--- src/rtl/dmpid_pkg.sv ---
`timescale 1ns / 1ps

package dmpid_pkg;

    localparam int unsigned GAIN_FRAC_BITS_DEF = 8;

    localparam int unsigned GAIN_W     = 16;
    localparam int unsigned MEAS_W     = 16;
    localparam int unsigned ERR_W      = 17;
    localparam int unsigned DRIVE_W    = 17;
    localparam int unsigned LIMIT_W    = 17;
    localparam int unsigned OP_W       = 19;
    localparam int unsigned MUL_W      = GAIN_W + OP_W;
    localparam int unsigned INTEG_W    = 41;
    localparam int unsigned INTEG_EXP  = 39;
    localparam int unsigned SUM_W      = 44;
    localparam int unsigned CFG_IDX_W  = 3;
    localparam int unsigned CFG_DATA_W = 17;

    localparam logic signed [LIMIT_W-1:0] OUT_MIN_RST = 17'sd0;
    localparam logic signed [LIMIT_W-1:0] OUT_MAX_RST = 17'sd50000;

    localparam logic MODE_INC = 1'b0;
    localparam logic MODE_POS = 1'b1;

    localparam logic [CFG_IDX_W-1:0] REG_MODE    = 3'd0;
    localparam logic [CFG_IDX_W-1:0] REG_GAIN_P  = 3'd1;
    localparam logic [CFG_IDX_W-1:0] REG_GAIN_I  = 3'd2;
    localparam logic [CFG_IDX_W-1:0] REG_GAIN_D  = 3'd3;
    localparam logic [CFG_IDX_W-1:0] REG_OUT_MIN = 3'd4;
    localparam logic [CFG_IDX_W-1:0] REG_OUT_MAX = 3'd5;

    typedef struct packed {
        logic signed [MEAS_W-1:0] target;
        logic signed [MEAS_W-1:0] measured;
        logic                     clear;
    } t_in;

    typedef struct packed {
        logic signed [DRIVE_W-1:0] drive;
        logic                      hit_upper;
        logic                      hit_lower;
    } t_out;

    typedef struct packed {
        logic                      mode;
        logic signed [GAIN_W-1:0]  gain_p;
        logic signed [GAIN_W-1:0]  gain_i;
        logic signed [GAIN_W-1:0]  gain_d;
        logic signed [LIMIT_W-1:0] out_min;
        logic signed [LIMIT_W-1:0] out_max;
    } t_cfg;

endpackage

--- src/rtl/dmpid_calc.sv ---
`timescale 1ns / 1ps

module dmpid_calc #(
    parameter int unsigned GAIN_FRAC_BITS = dmpid_pkg::GAIN_FRAC_BITS_DEF
) (
    input  dmpid_pkg::t_in                                            i_item,
    input  dmpid_pkg::t_cfg                                           i_cfg,
    input  logic signed [dmpid_pkg::ERR_W-1:0]                        i_err_last,
    input  logic signed [dmpid_pkg::ERR_W-1:0]                        i_err_prev,
    input  logic signed [dmpid_pkg::INTEG_W-1:0]                      i_integ,
    input  logic signed [dmpid_pkg::DRIVE_W+GAIN_FRAC_BITS-1:0]       i_held,
    output logic signed [dmpid_pkg::ERR_W-1:0]                        o_err_last,
    output logic signed [dmpid_pkg::ERR_W-1:0]                        o_err_prev,
    output logic signed [dmpid_pkg::INTEG_W-1:0]                      o_integ,
    output logic signed [dmpid_pkg::DRIVE_W+GAIN_FRAC_BITS-1:0]       o_held,
    output dmpid_pkg::t_out                                           o_result
);
    import dmpid_pkg::*;

    localparam int unsigned HELD_W = DRIVE_W + GAIN_FRAC_BITS;
    localparam logic signed [INTEG_W-1:0] INTEG_HI = INTEG_W'(1) <<< INTEG_EXP;
    localparam logic signed [INTEG_W-1:0] INTEG_LO = -INTEG_HI;

    logic signed [ERR_W-1:0]   e0;
    logic signed [OP_W-1:0]    d1;
    logic signed [OP_W-1:0]    d2;
    logic signed [OP_W-1:0]    op_p;
    logic signed [OP_W-1:0]    op_d;
    logic signed [MUL_W-1:0]   m_p;
    logic signed [MUL_W-1:0]   m_i;
    logic signed [MUL_W-1:0]   m_d;
    logic signed [INTEG_W-1:0] integ_acc;
    logic signed [INTEG_W-1:0] integ_n;
    logic signed [SUM_W-1:0]   base;
    logic signed [SUM_W-1:0]   v;
    logic signed [SUM_W-1:0]   hi;
    logic signed [SUM_W-1:0]   lo;
    logic signed [SUM_W-1:0]   v_up;
    logic signed [SUM_W-1:0]   v_clamp;
    logic                      up;
    logic                      dn;

    always_comb begin
        e0 = ERR_W'(i_item.target) - ERR_W'(i_item.measured);
        d1 = OP_W'(e0) - OP_W'(i_err_last);
        d2 = d1 - OP_W'(i_err_last) + OP_W'(i_err_prev);

        // positional uses e0 / first difference, incremental one order higher
        op_p = (i_cfg.mode == MODE_POS) ? OP_W'(e0) : d1;
        op_d = (i_cfg.mode == MODE_POS) ? d1 : d2;

        m_p = MUL_W'(i_cfg.gain_p) * MUL_W'(op_p);
        m_i = MUL_W'(i_cfg.gain_i) * MUL_W'(e0);
        m_d = MUL_W'(i_cfg.gain_d) * MUL_W'(op_d);

        integ_acc = i_integ + INTEG_W'(m_i);
        if (i_cfg.mode == MODE_POS) begin
            priority if (integ_acc > INTEG_HI) begin
                integ_n = INTEG_HI;
            end else if (integ_acc < INTEG_LO) begin
                integ_n = INTEG_LO;
            end else begin
                integ_n = integ_acc;
            end
        end else begin
            integ_n = INTEG_W'(m_i);
        end

        base = (i_cfg.mode == MODE_POS) ? '0 : SUM_W'(i_held);
        v = base + SUM_W'(m_p) + SUM_W'(integ_n) + SUM_W'(m_d);

        hi = SUM_W'(i_cfg.out_max) <<< GAIN_FRAC_BITS;
        lo = SUM_W'(i_cfg.out_min) <<< GAIN_FRAC_BITS;

        // upper bound first, lower bound wins on an inverted range
        up      = (v >= hi);
        v_up    = up ? hi : v;
        dn      = (v_up <= lo);
        v_clamp = dn ? lo : v_up;

        if (i_item.clear) begin
            o_err_last = '0;
            o_err_prev = '0;
            o_integ    = '0;
            o_held     = '0;
            o_result   = '0;
        end else begin
            o_err_last          = e0;
            o_err_prev          = i_err_last;
            o_integ             = integ_n;
            o_held              = v_clamp[HELD_W-1:0];
            o_result.drive      = v_clamp[GAIN_FRAC_BITS +: DRIVE_W];
            o_result.hit_upper  = up & ~dn;
            o_result.hit_lower  = dn;
        end
    end

endmodule

--- src/rtl/dual_mode_pid_controller.sv ---
`timescale 1ns / 1ps

// Dual-mode PID controller (incremental or positional) in fixed point. Each item
// carries target and measured; the error history, integral and held output are
// updated and one result item (drive plus clamp flags) comes back per item. An
// item is captured in the input register and is then computed combinationally into
// the output register, so a new item is taken every cycle while the output side
// keeps up; that rate is set by the loop from the held output and error history
// back into the datapath. Gains are signed Q8.8 by default, drive is the floor
// of the clamped output. Write configuration only while no item is in flight.

module dual_mode_pid_controller #(
    parameter int unsigned GAIN_FRAC_BITS = dmpid_pkg::GAIN_FRAC_BITS_DEF
) (
    input  logic                                  i_clk,
    input  logic                                  i_rst_n,
    input  logic                                  i_in_valid,
    output logic                                  o_in_ready,
    input  dmpid_pkg::t_in                        i_in,
    output logic                                  o_out_valid,
    input  logic                                  i_out_ready,
    output dmpid_pkg::t_out                       o_out,
    input  logic                                  i_cfg_we,
    input  logic [dmpid_pkg::CFG_IDX_W-1:0]       i_cfg_idx,
    input  logic [dmpid_pkg::CFG_DATA_W-1:0]      i_cfg_data
);
    import dmpid_pkg::*;

    localparam int unsigned HELD_W = DRIVE_W + GAIN_FRAC_BITS;

    t_cfg                      r_cfg;
    t_in                       r_in_item;
    logic                      r_in_valid;
    t_out                      r_out_item;
    logic                      r_out_valid;
    logic signed [ERR_W-1:0]   r_err_last;
    logic signed [ERR_W-1:0]   r_err_prev;
    logic signed [INTEG_W-1:0] r_integ;
    logic signed [HELD_W-1:0]  r_held;

    logic signed [ERR_W-1:0]   n_err_last;
    logic signed [ERR_W-1:0]   n_err_prev;
    logic signed [INTEG_W-1:0] n_integ;
    logic signed [HELD_W-1:0]  n_held;
    t_out                      n_out_item;
    logic                      advance;

    assign advance     = r_in_valid & (~r_out_valid | i_out_ready);
    assign o_in_ready  = ~r_in_valid | advance;
    assign o_out_valid = r_out_valid;
    assign o_out       = r_out_item;

    always_ff @(posedge i_clk) begin
        if (!i_rst_n) begin
            r_cfg.mode    <= MODE_INC;
            r_cfg.gain_p  <= '0;
            r_cfg.gain_i  <= '0;
            r_cfg.gain_d  <= '0;
            r_cfg.out_min <= OUT_MIN_RST;
            r_cfg.out_max <= OUT_MAX_RST;
        end else if (i_cfg_we) begin
            unique case (i_cfg_idx)
                REG_MODE:    r_cfg.mode    <= i_cfg_data[0];
                REG_GAIN_P:  r_cfg.gain_p  <= i_cfg_data[GAIN_W-1:0];
                REG_GAIN_I:  r_cfg.gain_i  <= i_cfg_data[GAIN_W-1:0];
                REG_GAIN_D:  r_cfg.gain_d  <= i_cfg_data[GAIN_W-1:0];
                REG_OUT_MIN: r_cfg.out_min <= i_cfg_data[LIMIT_W-1:0];
                REG_OUT_MAX: r_cfg.out_max <= i_cfg_data[LIMIT_W-1:0];
                default: ;
            endcase
        end
    end

    dmpid_calc #(
        .GAIN_FRAC_BITS (GAIN_FRAC_BITS)
    ) u_calc (
        .i_item     (r_in_item),
        .i_cfg      (r_cfg),
        .i_err_last (r_err_last),
        .i_err_prev (r_err_prev),
        .i_integ    (r_integ),
        .i_held     (r_held),
        .o_err_last (n_err_last),
        .o_err_prev (n_err_prev),
        .o_integ    (n_integ),
        .o_held     (n_held),
        .o_result   (n_out_item)
    );

    always_ff @(posedge i_clk) begin
        if (!i_rst_n) begin
            r_in_valid  <= 1'b0;
            r_out_valid <= 1'b0;
            r_err_last  <= '0;
            r_err_prev  <= '0;
            r_integ     <= '0;
            r_held      <= '0;
        end else begin
            if (o_in_ready) begin
                r_in_valid <= i_in_valid;
            end
            if (advance) begin
                r_out_valid <= 1'b1;
                r_err_last  <= n_err_last;
                r_err_prev  <= n_err_prev;
                r_integ     <= n_integ;
                r_held      <= n_held;
            end else if (i_out_ready) begin
                r_out_valid <= 1'b0;
            end
        end
    end

    // payload only
    always_ff @(posedge i_clk) begin
        if (o_in_ready && i_in_valid) begin
            r_in_item <= i_in;
        end
        if (advance) begin
            r_out_item <= n_out_item;
        end
    end

endmodule

--- config.mk ---
export PLATFORM = sky130hd
export DESIGN_NAME = dual_mode_pid_controller
export DESIGN_NICKNAME = d
export VERILOG_FILES = /design/src/rtl/dmpid_pkg.sv /design/src/rtl/dmpid_calc.sv /design/src/rtl/dual_mode_pid_controller.sv
export SDC_FILE = /design/constraint.sdc
export NUM_CORES = 2
export LEC_CHECK = 0
export BUFFER_PORTS_ARGS = -buffer_cell sky130_fd_sc_hd__buf_4
export CORE_MARGIN = 4
export CORE_UTILIZATION = 50
export CTS_CLUSTER_SIZE = 30
export DETAILED_ROUTE_END_ITERATION = 7
export HOLD_SLACK_MARGIN = 0.06
export PLACE_DENSITY = 0.68
export SYNTH_ARGS = -nofsm -noshare
export SYNTH_HDL_FRONTEND = slang
export SYNTH_SLANG_ARGS = --single-unit
--- constraint.sdc ---
create_clock -name i_clk -period 27.3 [get_ports i_clk]
set_input_delay 2.73 -clock i_clk [delete_from_list [all_inputs] [get_ports i_clk]]
set_output_delay 2.73 -clock i_clk [all_outputs]
set_load 0.05 [all_outputs]
* Word-level counts from Yosys, hierarchy flattened
Index checks and enable logic that the tools add are counted.
Cells by class: add/subtract/negate cells 8, multiply operators 3, div/mod/pow operators 0, $lt $le $gt $ge 4, eq/ne operators 5, shift-type cells 0, mux-type cells 14, bitwise logic cells 7, reductions and logical operators 9
Operators by type and width (number):
- $mux 41 | 4
- $add 44x35->44 | 2
- $mux 44 | 2
- $mul 16x19->35 | 2
- $mux 25 | 2
- $add 44x41->44 | 1
- $ge 44x25->1 | 1
- $le 44x25->1 | 1
- $add 41x33->41 | 1
- $gt 41x41->1 const B | 1
- $lt 41x40->1 const B | 1
- $mux 19 | 2
- $mux 17 | 2
- $mul 16x17->33 | 1
- $add 19x17->19 | 1
- $sub 18x17->19 | 1
- $sub 17x17->18 | 1
- $sub 16x16->17 | 1
- $reduce_and 2->1 | 6
- $eq 3x2->1 const B | 2
- $eq 3x3->1 const B | 2
- $eq 3x1->1 const B | 1
- $logic_not 3->1 | 1
- $not 1->1 | 3
- other kinds (5) | 8
Word-level totals: bits in registers 237, latch bits 0, RAM bits 0, bits in read-only memories 0, input bits 58, output and inout bits 21, logic and storage cells 68, memories kept 0

* Longest topological paths before layout
depth after elaboration 14, depth in mapped cells 103, mapped depth without buffers 93

* Modules after synthesis
Synthesis repeated with hierarchy kept, for this count alone.
Unflattened totals: cells, all modules 6249, area total of the unflattened synthesis 55585.8 µm²
Modules (own cells, without submodules):
- dmpid_calc | instances 1, cells an instance 5454, area each 47145.2 µm²
- dual_mode_pid_controller | instances 1, cells an instance 795, area each 8440.6 µm²

* Least setup slack after synthesis
OpenSTA, ideal clock, no wires.
path type register to register, start point register r_in_item[1] (netlist name), end point register r_out_item, in the netlist o_out[12] (data pin), data arrival time 22.037 ns, path slack 4.997 ns, stages on the path, launching flop included 99, period minus slack after synthesis 22.303 ns, cell sequence edfxtp_1 > ha_1 > fa_1 > nor2b_1 > o21ai_0 > a21boi_0 > o21ai_0 > a21oi_1 > a311oi_1 > o41ai_1 > a211oi_1 > a21o_1 > clkbuf_1 > buf_1 > nand2_1 > fa_1 > inv_1 > fa_1 > [... 63 more ...] > clkbuf_1 > mux2i_1 > clkbuf_1 > clkbuf_1 > mux2_2 > ha_1 > nand2_1 > nor3_1 > nand3_1 > or3_1 > a31oi_1 > nor3_1 > mux2_2 > a21boi_0 > buf_2 > buf_2 > mux2i_1 > nor2_1
Between the ends: cells in the longest elaborated chain, start to end 13, elaborated cells on any way between the ends 22
Ends and longest elaborated chain:
- start: declaration | RTL line dual_mode_pid_controller.sv:32 | t_in r_in_item;
- start signal: assignment | RTL line dual_mode_pid_controller.sv:117 | r_in_item <= i_in;
- $sub 16x16->17 * | RTL line dmpid_calc.sv:44 | e0 = ERR_W'(i_item.target) - ERR_W'(i_item.measured);
- $mul 16x17->33 | RTL line dmpid_calc.sv:53 | m_i = MUL_W'(i_cfg.gain_i) * MUL_W'(e0);
- $add 41x33->41 | RTL line dmpid_calc.sv:56 | integ_acc = i_integ + INTEG_W'(m_i);
- $lt 41x40->1 | RTL line dmpid_calc.sv:60 | end else if (integ_acc < INTEG_LO) begin
- $mux 41 | RTL line dmpid_calc.sv:60
- $mux 41 | RTL line dmpid_calc.sv:58 | priority if (integ_acc > INTEG_HI) begin
- $mux 41 | RTL line dmpid_calc.sv:57 | if (i_cfg.mode == MODE_POS) begin
- $add 44x41->44 | RTL line dmpid_calc.sv:70 | v = base + SUM_W'(m_p) + SUM_W'(integ_n) + SUM_W'(m_d);
- $add 44x35->44 * | RTL line dmpid_calc.sv:70
- $ge 44x25->1 | RTL line dmpid_calc.sv:76 | up = (v >= hi);
- $mux 44 * | RTL line dmpid_calc.sv:77 | v_up = up ? hi : v;
- $le 44x25->1 | RTL line dmpid_calc.sv:78 | dn = (v_up <= lo);
- $mux 25 * | RTL line dmpid_calc.sv:79 | v_clamp = dn ? lo : v_up;
- end signal: assignment | RTL line dual_mode_pid_controller.sv:120 | r_out_item <= n_out_item;
- end: declaration | RTL line dual_mode_pid_controller.sv:34 | t_out r_out_item;
Every way passes the cells marked *; elsewhere a longest branch is shown, timed or not. A chain may end at the register's enable or synchronous reset.

* Worst setup path in the final report
start point register r_in_item[2] (netlist name), end point register r_held[8]
Between the ends: cells in the longest elaborated chain, start to end 14, elaborated cells on any way between the ends 23
Ends and longest elaborated chain:
- $sub 16x16->17 * | RTL line dmpid_calc.sv:44
- $mul 16x17->33 | RTL line dmpid_calc.sv:53
- $add 41x33->41 | RTL line dmpid_calc.sv:56
- $lt 41x40->1 | RTL line dmpid_calc.sv:60
- $mux 41 | RTL line dmpid_calc.sv:60
- $mux 41 | RTL line dmpid_calc.sv:58
- $mux 41 | RTL line dmpid_calc.sv:57
- $add 44x41->44 | RTL line dmpid_calc.sv:70
- $add 44x35->44 * | RTL line dmpid_calc.sv:70
- $ge 44x25->1 | RTL line dmpid_calc.sv:76
- $mux 44 * | RTL line dmpid_calc.sv:77
- $le 44x25->1 | RTL line dmpid_calc.sv:78
- $mux 25 * | RTL line dmpid_calc.sv:79
- $mux 25 * | RTL line dmpid_calc.sv:81 | if (i_item.clear) begin
- end signal: assignment | RTL line dual_mode_pid_controller.sv:107 | r_held <= n_held;
- end: declaration | RTL line dual_mode_pid_controller.sv:39 | logic signed [HELD_W-1:0] r_held;
Marked as above.

==> results.sh <==
export IMPL_synth_edf_count=52
export IMPL_hold_viol_final=0
export IMPL_finClkSkew_ns=0.0153
export IMPL_wl_per_cell_um=20.8
export IMPL_slew_viol_final=0
export IMPL_grt_pass1_wl_um=244000
export IMPL_die_area_um2=112000
export IMPL_die_h_um=334
export IMPL_fin_util_pct=53.2
export IMPL_fin_setup_tns_ns=0
export IMPL_ir_drop_uv=198
export IMPL_routed_via_density=5.59
export IMPL_drc=0
export IMPL_cap_violations=0
export IMPL_totalPowerFinal_uw=6990
export IMPL_critPathKind="flop to flop"
export IMPL_leakage_uw=0.0260
export IMPL_cts_root_buf="clkbuf_16"
export IMPL_powerDensity_nw_per_um2=125
export IMPL_synth_seq_cells=237
export IMPL_grt_ovfl_total=0
export IMPL_area_growth_synth_to_final_pct=5.54
export IMPL_clk_path_buf_depth=3
export IMPL_hp_class="flop to flop"
export IMPL_insertion_delay_ns=0.61
export IMPL_relSlewSlack_pct=18.6
export IMPL_placementRows=119
export IMPL_grtUsageTotal_pct=27.9
export IMPL_avgSynthCellArea_um2=9.01
export IMPL_port_buffers=78
export IMPL_hold_buffers=0
export IMPL_worst_slew_pin_slew_ns=1.22
export IMPL_critPathMaxStageDelay_ns=0.68
export IMPL_yosysSeqAreaShare_pct=9.90
export IMPL_finalCritPeriodShare_pct=93.3
export IMPL_final_common_cell="inv_1"
export IMPL_ant_nets=0
export IMPL_fillers=9655
export IMPL_slowest_stage="nand3_1"
export IMPL_drive_gt1_share_pct=5.41
export IMPL_crit_arrival_ns=25.99
export IMPL_dpl_hpwl_um=126000
export IMPL_die_w_um=334
export IMPL_syn_num_nets=7461
export IMPL_crit_top_cell="fa_1"
export IMPL_critical_path_max_fanout=35
export IMPL_tritoncts="yes"
export IMPL_ctsResizeCount=0
export IMPL_dr_first_iter_drc_count=3209
export IMPL_reg2reg_slack_ns=1.83
export IMPL_numCtsBuffers=30
export IMPL_worstPathRequired_ns=27.82
export IMPL_start_util_pct=50.4
export IMPL_status="completed"
export IMPL_yosys_warnings=0
export IMPL_end_kind="flop"
export IMPL_clk_pin_slew_worst_paths_ns=0.06
export IMPL_cts_setup_buffers=0
export IMPL_stdcell_area_um2=56100
export IMPL_rsz0062_at_grt="no"
export IMPL_synth_area_um2=53200
export IMPL_drtPass1Iterations=6
export IMPL_first_global_vias=42500
export IMPL_layout_common_cells="1231 x inv_1, 1090 x fa_1, 903 x nand2_1"
export IMPL_cts_sinks=237
export IMPL_drt_wl_total_um=151000
export IMPL_synth_flop_cell="dfxtp_1"
export IMPL_nets=7389
export IMPL_io_pin_count=79
export IMPL_ys_types=85
export IMPL_grt_max_degree=83
export IMPL_async_flop_share_pct=0
export IMPL_place_congestion=0.997
export IMPL_dpl_cell_area_um2=55100
export IMPL_netlist_instances=5904
export IMPL_layout_min_cycle_time_ns=25.47
export IMPL_whs_ns=0.457
export IMPL_vias=40500
export IMPL_antenna_found_initial=4
export IMPL_max_freq_mhz=39.3
export IMPL_h_tree_depth=1
export IMPL_core_um2=105000
export IMPL_startpoint_type="flop"
export IMPL_finalSetupViolations=0
kinds of logic after synthesis:
| logic type | synth area share (%) |
|---|---|
| adders and majority gates | 50.7 |
| muxes | 1.46 |
| AOI/OAI and AO/OA | 10.2 |
| xor gates and xnor gates | 2.33 |
| and+or+nand+nor | 14.8 |
| buffers and inverters | 10.6 |
| DFF | 9.90 |
through the flow:
step                      worst slack (ns)  instances
after floorplan                       5.00       5904
after global placement                2.60       7191
after detailed placement              2.11       7191
after CTS                             2.02       7247
after global routing                 0.261       7247
final                                 1.83       7250
critical path: cells and delay by family (launching register included):
kind	cells	cell delay, ns
compound gates	32	8.80
mux	4	1.46
flops	1	0.42
simple gates	17	3.57
buf+inv	15	1.99
xor+xnor	3	0.85
fa+ha+maj	19	8.22
cell type report:
type | count | area, µm² | area share (%)
Sequential cell | 237 | 5270 | 9.39
Clock inverter | 16 | 191 | 0.341
Inverter | 1232 | 4630 | 8.24
Tap cell | 1391 | 1740 | 3.10
Multi-Input combinational cell | 4191 | 42400 | 75.5
Clock buffer | 40 | 850 | 1.51
Timing Repair Buffer | 140 | 1050 | 1.87
Antenna cell | 3 | 7.51 | 0.0134
sequential cells by signal (all words and copies together) (netlist names):
| name | cells |
|---|---|
| r_held | 25 |
| o_out | 19 |
| r_in_item | 33 |
| r_cfg | 83 |
| o_out_valid | 1 |
| r_integ | 41 |
| r_err_prev | 17 |
| r_err_last | 17 |
| r_in_valid | 1 |
synth_stat cells, types with 18 or more instances:
master	number	area [µm²]
nor2b_1	93	582
xnor2_1	103	902
mux2i_1	37	370
edfxtp_1	52	1560
a21oi_1	191	956
o21ai_0	120	601
nor3_1	66	330
inv_1	1232	4620
nand2b_1	32	200
fa_1	1090	21800
xor2_1	36	315
and2_1	251	1570
nand2_1	903	3390
a21boi_0	89	668
nand4_1	33	206
a22oi_1	20	150
dfxtp_1	185	3700
a211oi_1	24	180
clkbuf_1	209	785
a31oi_1	20	125
or2_2	29	181
nand3_1	40	200
nor2_1	167	627
a21o_1	90	676
o41ai_2	18	293
and3_1	18	113
ha_1	409	5120
or3_1	22	138
o211ai_1	25	188
mux2_2	36	405
o21bai_1	19	143
o21a_1	37	278
where the power goes:
part           internal [µW]  switching [µW]
combinational           2400            3690
clock                    249             182
sequential               434            37.7
worst paths after layout:
kind | cells after the start | end | startpoint
worst max-delay path | 90 | r_held[8] | r_in_item[2]
worst min-delay path | 2 | r_held[21] | r_held[21]
worst max register to register | 90 | r_held[8] | r_in_item[2]
worst min register to register | 2 | r_held[21] | r_held[21]
routing by layer:
metal / up-vias / global-route usage [%] / part of all wire, %
met5: - / 0 / 0.014
met4: 4 / 6.94 / 2.8
met3: 183 / 7.24 / 10
met2: 1504 / 43.4 / 44
met1: 20700 / 39.4 / 43
li1: 18100 / - / -
Power figures use the tool's default switching activity.
